==> src/rxfw_pkg.sv <==
// ----------------------------------------------------------------------------
// rxfw_pkg: shared types and constants of the receive FIFO
// Holds the request codes, the configuration register indexes, the constants of
// the divide-by-three watermark arithmetic and the control struct that the
// top level hands to the cell chain.
// ----------------------------------------------------------------------------
`default_nettype none

package rxfw_pkg;

  // Physical depth of the byte chain when the top level is not told otherwise.
  localparam int DEPTH_DEFAULT = 256;

  // Width of the byte payload and of the reported fill count.
  localparam int BYTE_W = 8;
  localparam int FILL_W = 9;
  localparam int CAP_W  = 9;

  // Request codes carried by req_type. Code 3 carries no meaning.
  typedef enum logic [1:0] {
    REQ_PUSH  = 2'd0,
    REQ_POP   = 2'd1,
    REQ_CLEAR = 2'd2
  } rxfw_req_t;

  // Configuration register indexes.
  localparam logic CFG_CAPACITY   = 1'b0;
  localparam logic CFG_RTS_ENABLE = 1'b1;

  // floor(x / 3) equals (x * Recip3) >> Recip3Shift for every x below 2048,
  // which covers twice the largest capacity.
  localparam int Recip3      = 683;
  localparam int Recip3Shift = 11;
  localparam int PROD_W      = 20;

  // Per-cycle command broadcast to every cell of the chain.
  typedef struct packed {
    logic push;
    logic pop;
  } rxfw_op_t;

endpackage

`default_nettype wire

==> src/rxfw_cell.sv <==
// ----------------------------------------------------------------------------
// rxfw_cell: one byte slot of the receive chain
// On a pop the slot takes the byte of its upper neighbor, so the oldest byte
// always sits in slot zero. On a push the slot whose index equals the fill
// count captures the incoming byte.
// ----------------------------------------------------------------------------
`default_nettype none

module rxfw_cell #(
  parameter int INDEX = 0,
  parameter int CNT_W = 9
) (
  input  wire logic                          clk,
  input  wire rxfw_pkg::rxfw_op_t            op,
  input  wire logic [CNT_W-1:0]              count,
  input  wire logic [rxfw_pkg::BYTE_W-1:0]   in_byte,
  input  wire logic [rxfw_pkg::BYTE_W-1:0]   up_byte,
  output logic      [rxfw_pkg::BYTE_W-1:0]   byte_q
);

  // Payload only, so no reset is needed.
  always_ff @(posedge clk) begin
    if (op.pop) begin
      byte_q <= up_byte;
    end else if (op.push && (count == CNT_W'(INDEX))) begin
      byte_q <= in_byte;
    end
  end

endmodule

`default_nettype wire

==> src/rxfw_chain.sv <==
// ----------------------------------------------------------------------------
// rxfw_chain: row of byte slots forming the FIFO storage
// Slots hand their bytes down by one place on every pop; the head byte is
// always read from slot zero.
// ----------------------------------------------------------------------------
`default_nettype none

module rxfw_chain #(
  parameter int DEPTH = rxfw_pkg::DEPTH_DEFAULT,
  parameter int CNT_W = $clog2(DEPTH + 1)
) (
  input  wire logic                          clk,
  input  wire rxfw_pkg::rxfw_op_t            op,
  input  wire logic [CNT_W-1:0]              count,
  input  wire logic [rxfw_pkg::BYTE_W-1:0]   in_byte,
  output logic      [rxfw_pkg::BYTE_W-1:0]   head_byte
);

  logic [rxfw_pkg::BYTE_W-1:0] slot_byte [DEPTH];
  logic [rxfw_pkg::BYTE_W-1:0] slot_up   [DEPTH];

  for (genvar i = 0; i < DEPTH; i++) begin : g_slot
    // The top slot has no neighbor; what it takes on a pop is never read.
    if (i == DEPTH - 1) begin : g_top
      assign slot_up[i] = '0;
    end else begin : g_mid
      assign slot_up[i] = slot_byte[i+1];
    end

    rxfw_cell #(
      .INDEX (i),
      .CNT_W (CNT_W)
    ) u_cell (
      .clk     (clk),
      .op      (op),
      .count   (count),
      .in_byte (in_byte),
      .up_byte (slot_up[i]),
      .byte_q  (slot_byte[i])
    );
  end

  assign head_byte = slot_byte[0];

endmodule

`default_nettype wire

==> src/uart_rx_fifo_rts_watermark_top.sv <==
// ----------------------------------------------------------------------------
// uart_rx_fifo_rts_watermark_top: serial receive FIFO with RTS watermarks
// Byte FIFO built as a chain of shifting slots, with a sticky overflow flag
// and RTS flow control raised and lowered at two thirds and one third of the
// configured capacity.
//
//   Channel   Handshake            Payload
//   --------  -------------------  -----------------------------------------
//   request   start & !busy        req_type, rx_byte
//   result    done (one cycle)     read_data, read_empty, fill_count,
//                                  overflow_flag, rts_level
//   config    cfg_we               cfg_index, cfg_data
//
// The result of an accepted item is registered and shown with done in the
// following cycle, and a new item may be accepted at every edge, because the
// whole update (fill compare, watermark compare and one shift or write in the
// slot chain) is combinational and registered at the accepting edge. busy is
// therefore never raised. The receiver cannot stall, so nothing ever waits.
// Reset clears the internal fill count, overflow and RTS state, done and both
// configuration registers at once; the result registers and byte slots are
// not cleared, and no clearing pass is needed.
// ----------------------------------------------------------------------------
`default_nettype none

module uart_rx_fifo_rts_watermark_top #(
  parameter int DEPTH = rxfw_pkg::DEPTH_DEFAULT
) (
  input  wire logic                          clk,
  input  wire logic                          rst,
  // Request side.
  input  wire logic                          start,
  output logic                               busy,
  input  wire logic [1:0]                    req_type,
  input  wire logic [rxfw_pkg::BYTE_W-1:0]   rx_byte,
  // Result side.
  output logic                               done,
  output logic      [rxfw_pkg::BYTE_W-1:0]   read_data,
  output logic                               read_empty,
  output logic      [rxfw_pkg::FILL_W-1:0]   fill_count,
  output logic                               overflow_flag,
  output logic                               rts_level,
  // Configuration write port.
  input  wire logic                          cfg_we,
  input  wire logic                          cfg_index,
  input  wire logic [rxfw_pkg::CAP_W-1:0]    cfg_data
);

  // The count has to hold DEPTH itself; comparisons use a width that fits both
  // the count and the 9-bit capacity.
  localparam int CNT_W = $clog2(DEPTH + 1);
  localparam int CMP_W = (CNT_W > rxfw_pkg::CAP_W) ? CNT_W : rxfw_pkg::CAP_W;

  // Configuration registers.
  logic [rxfw_pkg::CAP_W-1:0] capacity_limit;
  logic                       rts_enable;

  // Control state.
  logic [CNT_W-1:0] count;
  logic [CNT_W-1:0] count_next;
  logic             overflow_seen;
  logic             overflow_next;
  logic             rts_state;
  logic             rts_next;

  logic                        accept;
  rxfw_pkg::rxfw_req_t         req;
  rxfw_pkg::rxfw_op_t          op;
  logic [rxfw_pkg::BYTE_W-1:0] head_byte;

  // Limit and watermark arithmetic; limit and marks depend on configuration only.
  logic [CMP_W-1:0]           count_ext;
  logic [CMP_W-1:0]           next_ext;
  logic [CMP_W-1:0]           cap_ext;
  logic [CMP_W-1:0]           limit_ext;
  logic                       full;
  logic                       rts_active;
  logic [rxfw_pkg::PROD_W-1:0] hi_prod;
  logic [rxfw_pkg::PROD_W-1:0] lo_prod;
  logic [rxfw_pkg::CAP_W-1:0] hi_mark;
  logic [rxfw_pkg::CAP_W-1:0] lo_mark;

  // No item ever stalls the request side.
  assign busy   = 1'b0;
  assign accept = start && !busy;
  assign req    = rxfw_pkg::rxfw_req_t'(req_type);

  assign count_ext = CMP_W'(count);
  assign next_ext  = CMP_W'(count_next);
  assign cap_ext   = CMP_W'(capacity_limit);

  // A capacity of zero, or one above the physical depth, leaves DEPTH as the
  // bound on the fill.
  assign limit_ext = ((capacity_limit == '0) || (cap_ext > CMP_W'(DEPTH)))
                     ? CMP_W'(DEPTH) : cap_ext;
  assign full       = count_ext >= limit_ext;
  assign rts_active = rts_enable && (capacity_limit != '0);

  // Raise mark is floor(2 * capacity / 3), lower mark floor(capacity / 3),
  // both taken by a reciprocal multiply.
  assign hi_prod = rxfw_pkg::PROD_W'({capacity_limit, 1'b0})
                   * rxfw_pkg::PROD_W'(rxfw_pkg::Recip3);
  assign lo_prod = rxfw_pkg::PROD_W'(capacity_limit)
                   * rxfw_pkg::PROD_W'(rxfw_pkg::Recip3);
  assign hi_mark = hi_prod[rxfw_pkg::Recip3Shift +: rxfw_pkg::CAP_W];
  assign lo_mark = lo_prod[rxfw_pkg::Recip3Shift +: rxfw_pkg::CAP_W];

  // Decode of the accepted item into at most one chain command and the next state.
  always_comb begin
    op            = '0;
    count_next    = count;
    overflow_next = overflow_seen;
    rts_next      = rts_state;
    if (accept) begin
      unique case (req)
        rxfw_pkg::REQ_PUSH: begin
          if (full) begin
            overflow_next = 1'b1;
          end else begin
            op.push    = 1'b1;
            count_next = count + CNT_W'(1);
          end
          if (rts_active && (next_ext >= CMP_W'(hi_mark))) begin
            rts_next = 1'b1;
          end
        end
        rxfw_pkg::REQ_POP: begin
          if (count != '0) begin
            op.pop     = 1'b1;
            count_next = count - CNT_W'(1);
          end
          if (rts_active && (next_ext <= CMP_W'(lo_mark))) begin
            rts_next = 1'b0;
          end
        end
        rxfw_pkg::REQ_CLEAR: begin
          overflow_next = 1'b0;
        end
        default: begin
          // The unused code leaves the state as it is.
        end
      endcase
    end
  end

  rxfw_chain #(
    .DEPTH (DEPTH),
    .CNT_W (CNT_W)
  ) u_chain (
    .clk       (clk),
    .op        (op),
    .count     (count),
    .in_byte   (rx_byte),
    .head_byte (head_byte)
  );

  // Configuration registers and control state.
  always_ff @(posedge clk) begin
    if (rst) begin
      capacity_limit <= '0;
      rts_enable     <= 1'b0;
      count          <= '0;
      overflow_seen  <= 1'b0;
      rts_state      <= 1'b0;
      done           <= 1'b0;
    end else begin
      if (cfg_we) begin
        unique case (cfg_index)
          rxfw_pkg::CFG_CAPACITY:   capacity_limit <= cfg_data;
          rxfw_pkg::CFG_RTS_ENABLE: rts_enable     <= cfg_data[0];
          default: begin
          end
        endcase
      end
      count         <= count_next;
      overflow_seen <= overflow_next;
      rts_state     <= rts_next;
      done          <= accept;
    end
  end

  // Result registers. The popped byte is the head slot before the shift.
  always_ff @(posedge clk) begin
    if (accept) begin
      read_data     <= op.pop ? head_byte : '0;
      read_empty    <= (req == rxfw_pkg::REQ_POP) && (count == '0);
      fill_count    <= rxfw_pkg::FILL_W'(count_next);
      overflow_flag <= overflow_next;
      rts_level     <= rts_next;
    end
  end

  // The fill never passes the physical depth.
  a_count_bound: assert property (@(posedge clk) disable iff (rst)
    count <= CNT_W'(DEPTH))
    else $error("fill count beyond depth");

  // Every accepted item gives exactly one result in the next cycle.
  a_result_follows: assert property (@(posedge clk) disable iff (rst)
    accept |=> done)
    else $error("result missing after an accepted item");

  a_no_spurious: assert property (@(posedge clk) disable iff (rst)
    !accept |=> !done)
    else $error("result without an accepted item");

  // A read that found nothing reports an empty FIFO and no data.
  a_empty_read: assert property (@(posedge clk) disable iff (rst)
    (done && read_empty) |-> ((fill_count == '0) && (read_data == '0)))
    else $error("empty read with data or fill");

  // A push that finds the FIFO full leaves the overflow flag set.
  a_overflow_set: assert property (@(posedge clk) disable iff (rst)
    (accept && (req == rxfw_pkg::REQ_PUSH) && full) |=> overflow_seen)
    else $error("dropped byte did not set overflow");

endmodule

`default_nettype wire
==> config.mk <==
export PLATFORM = sky130hd
export DESIGN_NAME = uart_rx_fifo_rts_watermark_top
export DESIGN_NICKNAME = d
export VERILOG_FILES = /design/src/rxfw_pkg.sv /design/src/rxfw_cell.sv /design/src/rxfw_chain.sv /design/src/uart_rx_fifo_rts_watermark_top.sv
export SDC_FILE = /design/constraint.sdc
export NUM_CORES = 2
export LEC_CHECK = 0
export ABC_AREA = 1
export BUFFER_PORTS_ARGS = -buffer_cell sky130_fd_sc_hd__buf_2
export CAP_MARGIN = 20
export CORE_MARGIN = 1
export CORE_UTILIZATION = 34
export CTS_BUF_LIST = sky130_fd_sc_hd__clkbuf_4
export CTS_CLUSTER_SIZE = 16
export DETAILED_ROUTE_END_ITERATION = 8
export PLACE_DENSITY = 0.61
export SETUP_SLACK_MARGIN = 0.15
export SLEW_MARGIN = 0
export SYNTH_ARGS = -nofsm -noshare
export SYNTH_HDL_FRONTEND = slang
export SYNTH_SLANG_ARGS = --single-unit
==> constraint.sdc <==
create_clock -name clk -period 4.9 [get_ports clk]
set_clock_uncertainty 0.05 [all_clocks]
set_input_delay 0.49 -clock clk [delete_from_list [all_inputs] [get_ports clk]]
set_output_delay 0.49 -clock clk [all_outputs]
set_load 0.03 [all_outputs]
==> impl_metrics.env <==
export IMPL_fill_cells=24200
export IMPL_yosysSeqAreaShare=0.731
export IMPL_switching_power_mw=9.56
export IMPL_crit_required_ps=5910
export IMPL_drtPass1Iterations=7
export IMPL_start_kind="flop"
export IMPL_endpoint_kind="flop"
export IMPL_slew_headroom=0.187
export IMPL_die_area_mm2=0.253
export IMPL_cp_max_fo=4
export IMPL_postRouteAntennaNets=0
export IMPL_root_buffer="clkbuf_4"
export IMPL_finalHoldViolations=0
export IMPL_vias_per_cell=4.76
export IMPL_die_width_um=503
export IMPL_p_leak_nw=38.0
export IMPL_fp_dieH_um=503
export IMPL_place_ws_ps=-317
export IMPL_final_seq_area_mm2=0.0625
export IMPL_cts_made_buffers=543
export IMPL_grt_pass1_wl_mm=320
export IMPL_clkSinkCount=2090
export IMPL_worst_slack_ps=33.8
export IMPL_r2r_slack_ps=30
export IMPL_reg2reg_from="cap_ext[8]"
export IMPL_portBuffers=44
export IMPL_clock_latency_ps=1330
export IMPL_synth_edf_count=2060
export IMPL_drt_iter0_drc=5420
export IMPL_clock_path_buffers=4
export IMPL_ys_types=45
export IMPL_arrival_ps=5870
export IMPL_fin_nets=8236
export IMPL_tns_ps=0
export IMPL_p_total_mw=38.5
export IMPL_syn_num_nets=7675
export IMPL_cts_tree="built"
export IMPL_cp_slowest_cell="fa_1"
export IMPL_switching_share=0.248
export IMPL_clk_pin_slew_ps=60
export IMPL_criticalPathCategory="reg -> reg"
export IMPL_drc_errors=0
export IMPL_synth_flop_cell="edfxtp_1"
export IMPL_whs_path_depth=3
export IMPL_hp_class="in -> reg"
export IMPL_min_to="count[8]"
export IMPL_grt_max_degree=254
export IMPL_min_period_ps=4870
export IMPL_netlist_area_mm2=0.0854
export IMPL_ys_ff_latch=2090
export IMPL_overflow=0
export IMPL_p_int_mw=29.0
export IMPL_peakVddDrop_v=0.000267
export IMPL_min_period_over_period=0.993
export IMPL_slew_viol_final=0
export IMPL_dpl_hpwl_mm=115
export IMPL_drt_total_wl_mm=203
export IMPL_drv_cap=0
export IMPL_syn_to_final_growth_pct=14.9
export IMPL_worst_pin_slew_ps=1220
export IMPL_syn_inst=7554
export IMPL_combPwrFrac=0.087
export IMPL_syn_avg_cell_area_um2=11.3
export IMPL_setup_viol=0
export IMPL_start_util=0.343
export IMPL_ys_async_sr_fraction=0
export IMPL_ff2ff_path_depth=28
export IMPL_rsz0062_at_grt="yes"
export IMPL_seqPwrFrac=0.542
export IMPL_clock_fmax_mhz=205
export IMPL_status="complete, no violations"
export IMPL_antenna_found_initial=13
export IMPL_drive_above_1_share=0.159
export IMPL_io_pins=46
export IMPL_wl_per_cell_um=17.2
export IMPL_yosys_warnings=0
export IMPL_worstHoldStart="rst"
export IMPL_powerDensity_mw_per_mm2=393
export IMPL_grt_use_total=0.160
export IMPL_multi_input_area_mm2=0.0199
export IMPL_rows=183
export IMPL_cp_slowest_stage_delay_ps=550
export IMPL_vias=56100
export IMPL_clkPwrFrac=0.371
export IMPL_grt_pass1_vias=56700
export IMPL_r2r_end="rts_level"
export IMPL_fp_coreArea_mm2=0.249
export IMPL_h_tree_depth=6
export IMPL_gp_congestion=0.825
## sequential cells by signal, indices dropped and copies added, names as in the netlist
register / flops
fill_count: 9
rts_enable: 1
overflow_flag: 1
count: 9
done: 1
u_chain.g_slot.u_cell.byte_q: 2048
read_empty: 1
overflow_seen: 1
rts_state: 1
cap_ext: 9
read_data: 8
rts_level: 1
## per-layer routing
metal  GRT usage  share of wire
met1       0.218           0.44
met2       0.250           0.46
met3      0.0393          0.075
met4      0.0521          0.021
met5           0              0
## metrics by stage
| stage | hold slack [ps] | instances | utilization | cell area [um2] |
|---|---|---|---|---|
| after floorplan | 374 | 7554 | - | 85500 |
| after global placement | 393 | 10800 | 0.365 | 90900 |
| after detailed placement | 395 | 10800 | 0.365 | 91000 |
| after CTS | 0.341 | 11800 | 0.394 | 98000 |
| after global routing | 79.2 | 11800 | 0.394 | 98100 |
| final | 130 | 11800 | 0.394 | 98200 |
## critical path: cells and delay by family, from the launching register on
family                     cells  cell delay, ps
adders and majority gates      6            2270
and+or+nand+nor               10             770
buffers and inverters          8             690
AOI/OAI and AO/OA              4             450
DFF                            1             380
## power by group through the flow
stage / logic [mW] / clock network, mW / registers (mW)
final: 3.35 / 14.3 / 20.9
after floorplan: 2.00 / 0 / 21.2
after global placement: 3.19 / 0 / 21.3
after global routing: 3.76 / 15.6 / 20.9
after detailed placement: 3.24 / 0 / 21.3
after CTS: 3.36 / 14.7 / 20.9
## cells in the mapped netlist, types with 2 or more instances
| cell type | number | area share |
|---|---|---|
| nand2_1 | 4208 | 0.18 |
| edfxtp_1 | 2060 | 0.72 |
| buf_2 | 419 | 0.025 |
| o21ai_0 | 283 | 0.017 |
| inv_1 | 148 | 0.0065 |
| nor2_1 | 79 | 0.0035 |
| ha_1 | 77 | 0.011 |
| buf_4 | 56 | 0.0049 |
| clkbuf_1 | 45 | 0.0020 |
| a21oi_1 | 36 | 0.0021 |
| dfxtp_1 | 30 | 0.0070 |
| fa_1 | 20 | 0.0047 |
| nand3_1 | 17 | 0.0010 |
| inv_2 | 9 | 0.00040 |
| xor2_1 | 9 | 0.00092 |
| a211oi_1 | 8 | 0.00070 |
| nor2_2 | 4 | 0.00029 |
| o31ai_1 | 4 | 0.00035 |
| a21o_1 | 3 | 0.00026 |
| nand4_1 | 3 | 0.00022 |
| nor2_4 | 3 | 0.00040 |
| nor3_1 | 3 | 0.00018 |
| o211ai_1 | 3 | 0.00026 |
| a21boi_0 | 2 | 0.00018 |
| a22oi_1 | 2 | 0.00018 |
| inv_4 | 2 | 0.00015 |
| nand2_2 | 2 | 0.00015 |
| o21bai_1 | 2 | 0.00018 |
## area by class of cell
class                      count  area share
antenna                       19    0.000484
clock buffer                 759      0.0580
clock inverter               109     0.00542
inverter                     159     0.00618
multi-input combinational   4783       0.203
sequential                  2090       0.636
tap                         3330      0.0424
timing repair buffer         538      0.0478
## how the worst max path moves through the flow
| stage | endpoint | slack (ps) | startpoint |
|---|---|---|---|
| floorplan | rts_level | 170 | cap_ext[5] |
| CTS | rts_level | -50 | cap_ext[8] |
| detailed placement | rts_level | -320 | cap_ext[6] |
| finish | rts_level | 30 | cap_ext[8] |
| global route | rts_level | -250 | cap_ext[8] |
| global placement | rts_level | -430 | cap_ext[6] |
## placed cells by master (no fill, tap or decap), types with 66 or more instances in the layout
cell type	instances
dlygate4sd3_1	66
ha_1	70
clkbuf_4	759
nand2_1	4188
edfxtp_1	2060
buf_4	380
nor2_1	79
clkinv_1	77
inv_1	143
o21ai_0	275
## cells by family after synthesis
group | share of synthesized area
buffers and inverters | 0.0387
AO/OA/AOI/OAI | 0.0214
AND/OR/NAND/NOR | 0.192
adder cells (fa/ha/maj) | 0.0160
other | 0.0000439
XOR/XNOR | 0.00103
flip-flops | 0.731
## repair_timing
item | in CTS | in global routing
setup buffers | 9 | 0
pin swaps | 27 | 15
resized for setup | 22 | 32
hold buffers | 66 | 0
setup endpoints to repair | 2 | 446
hold endpoints to repair | 780 | 0
Power figures use the tool's default switching activity.
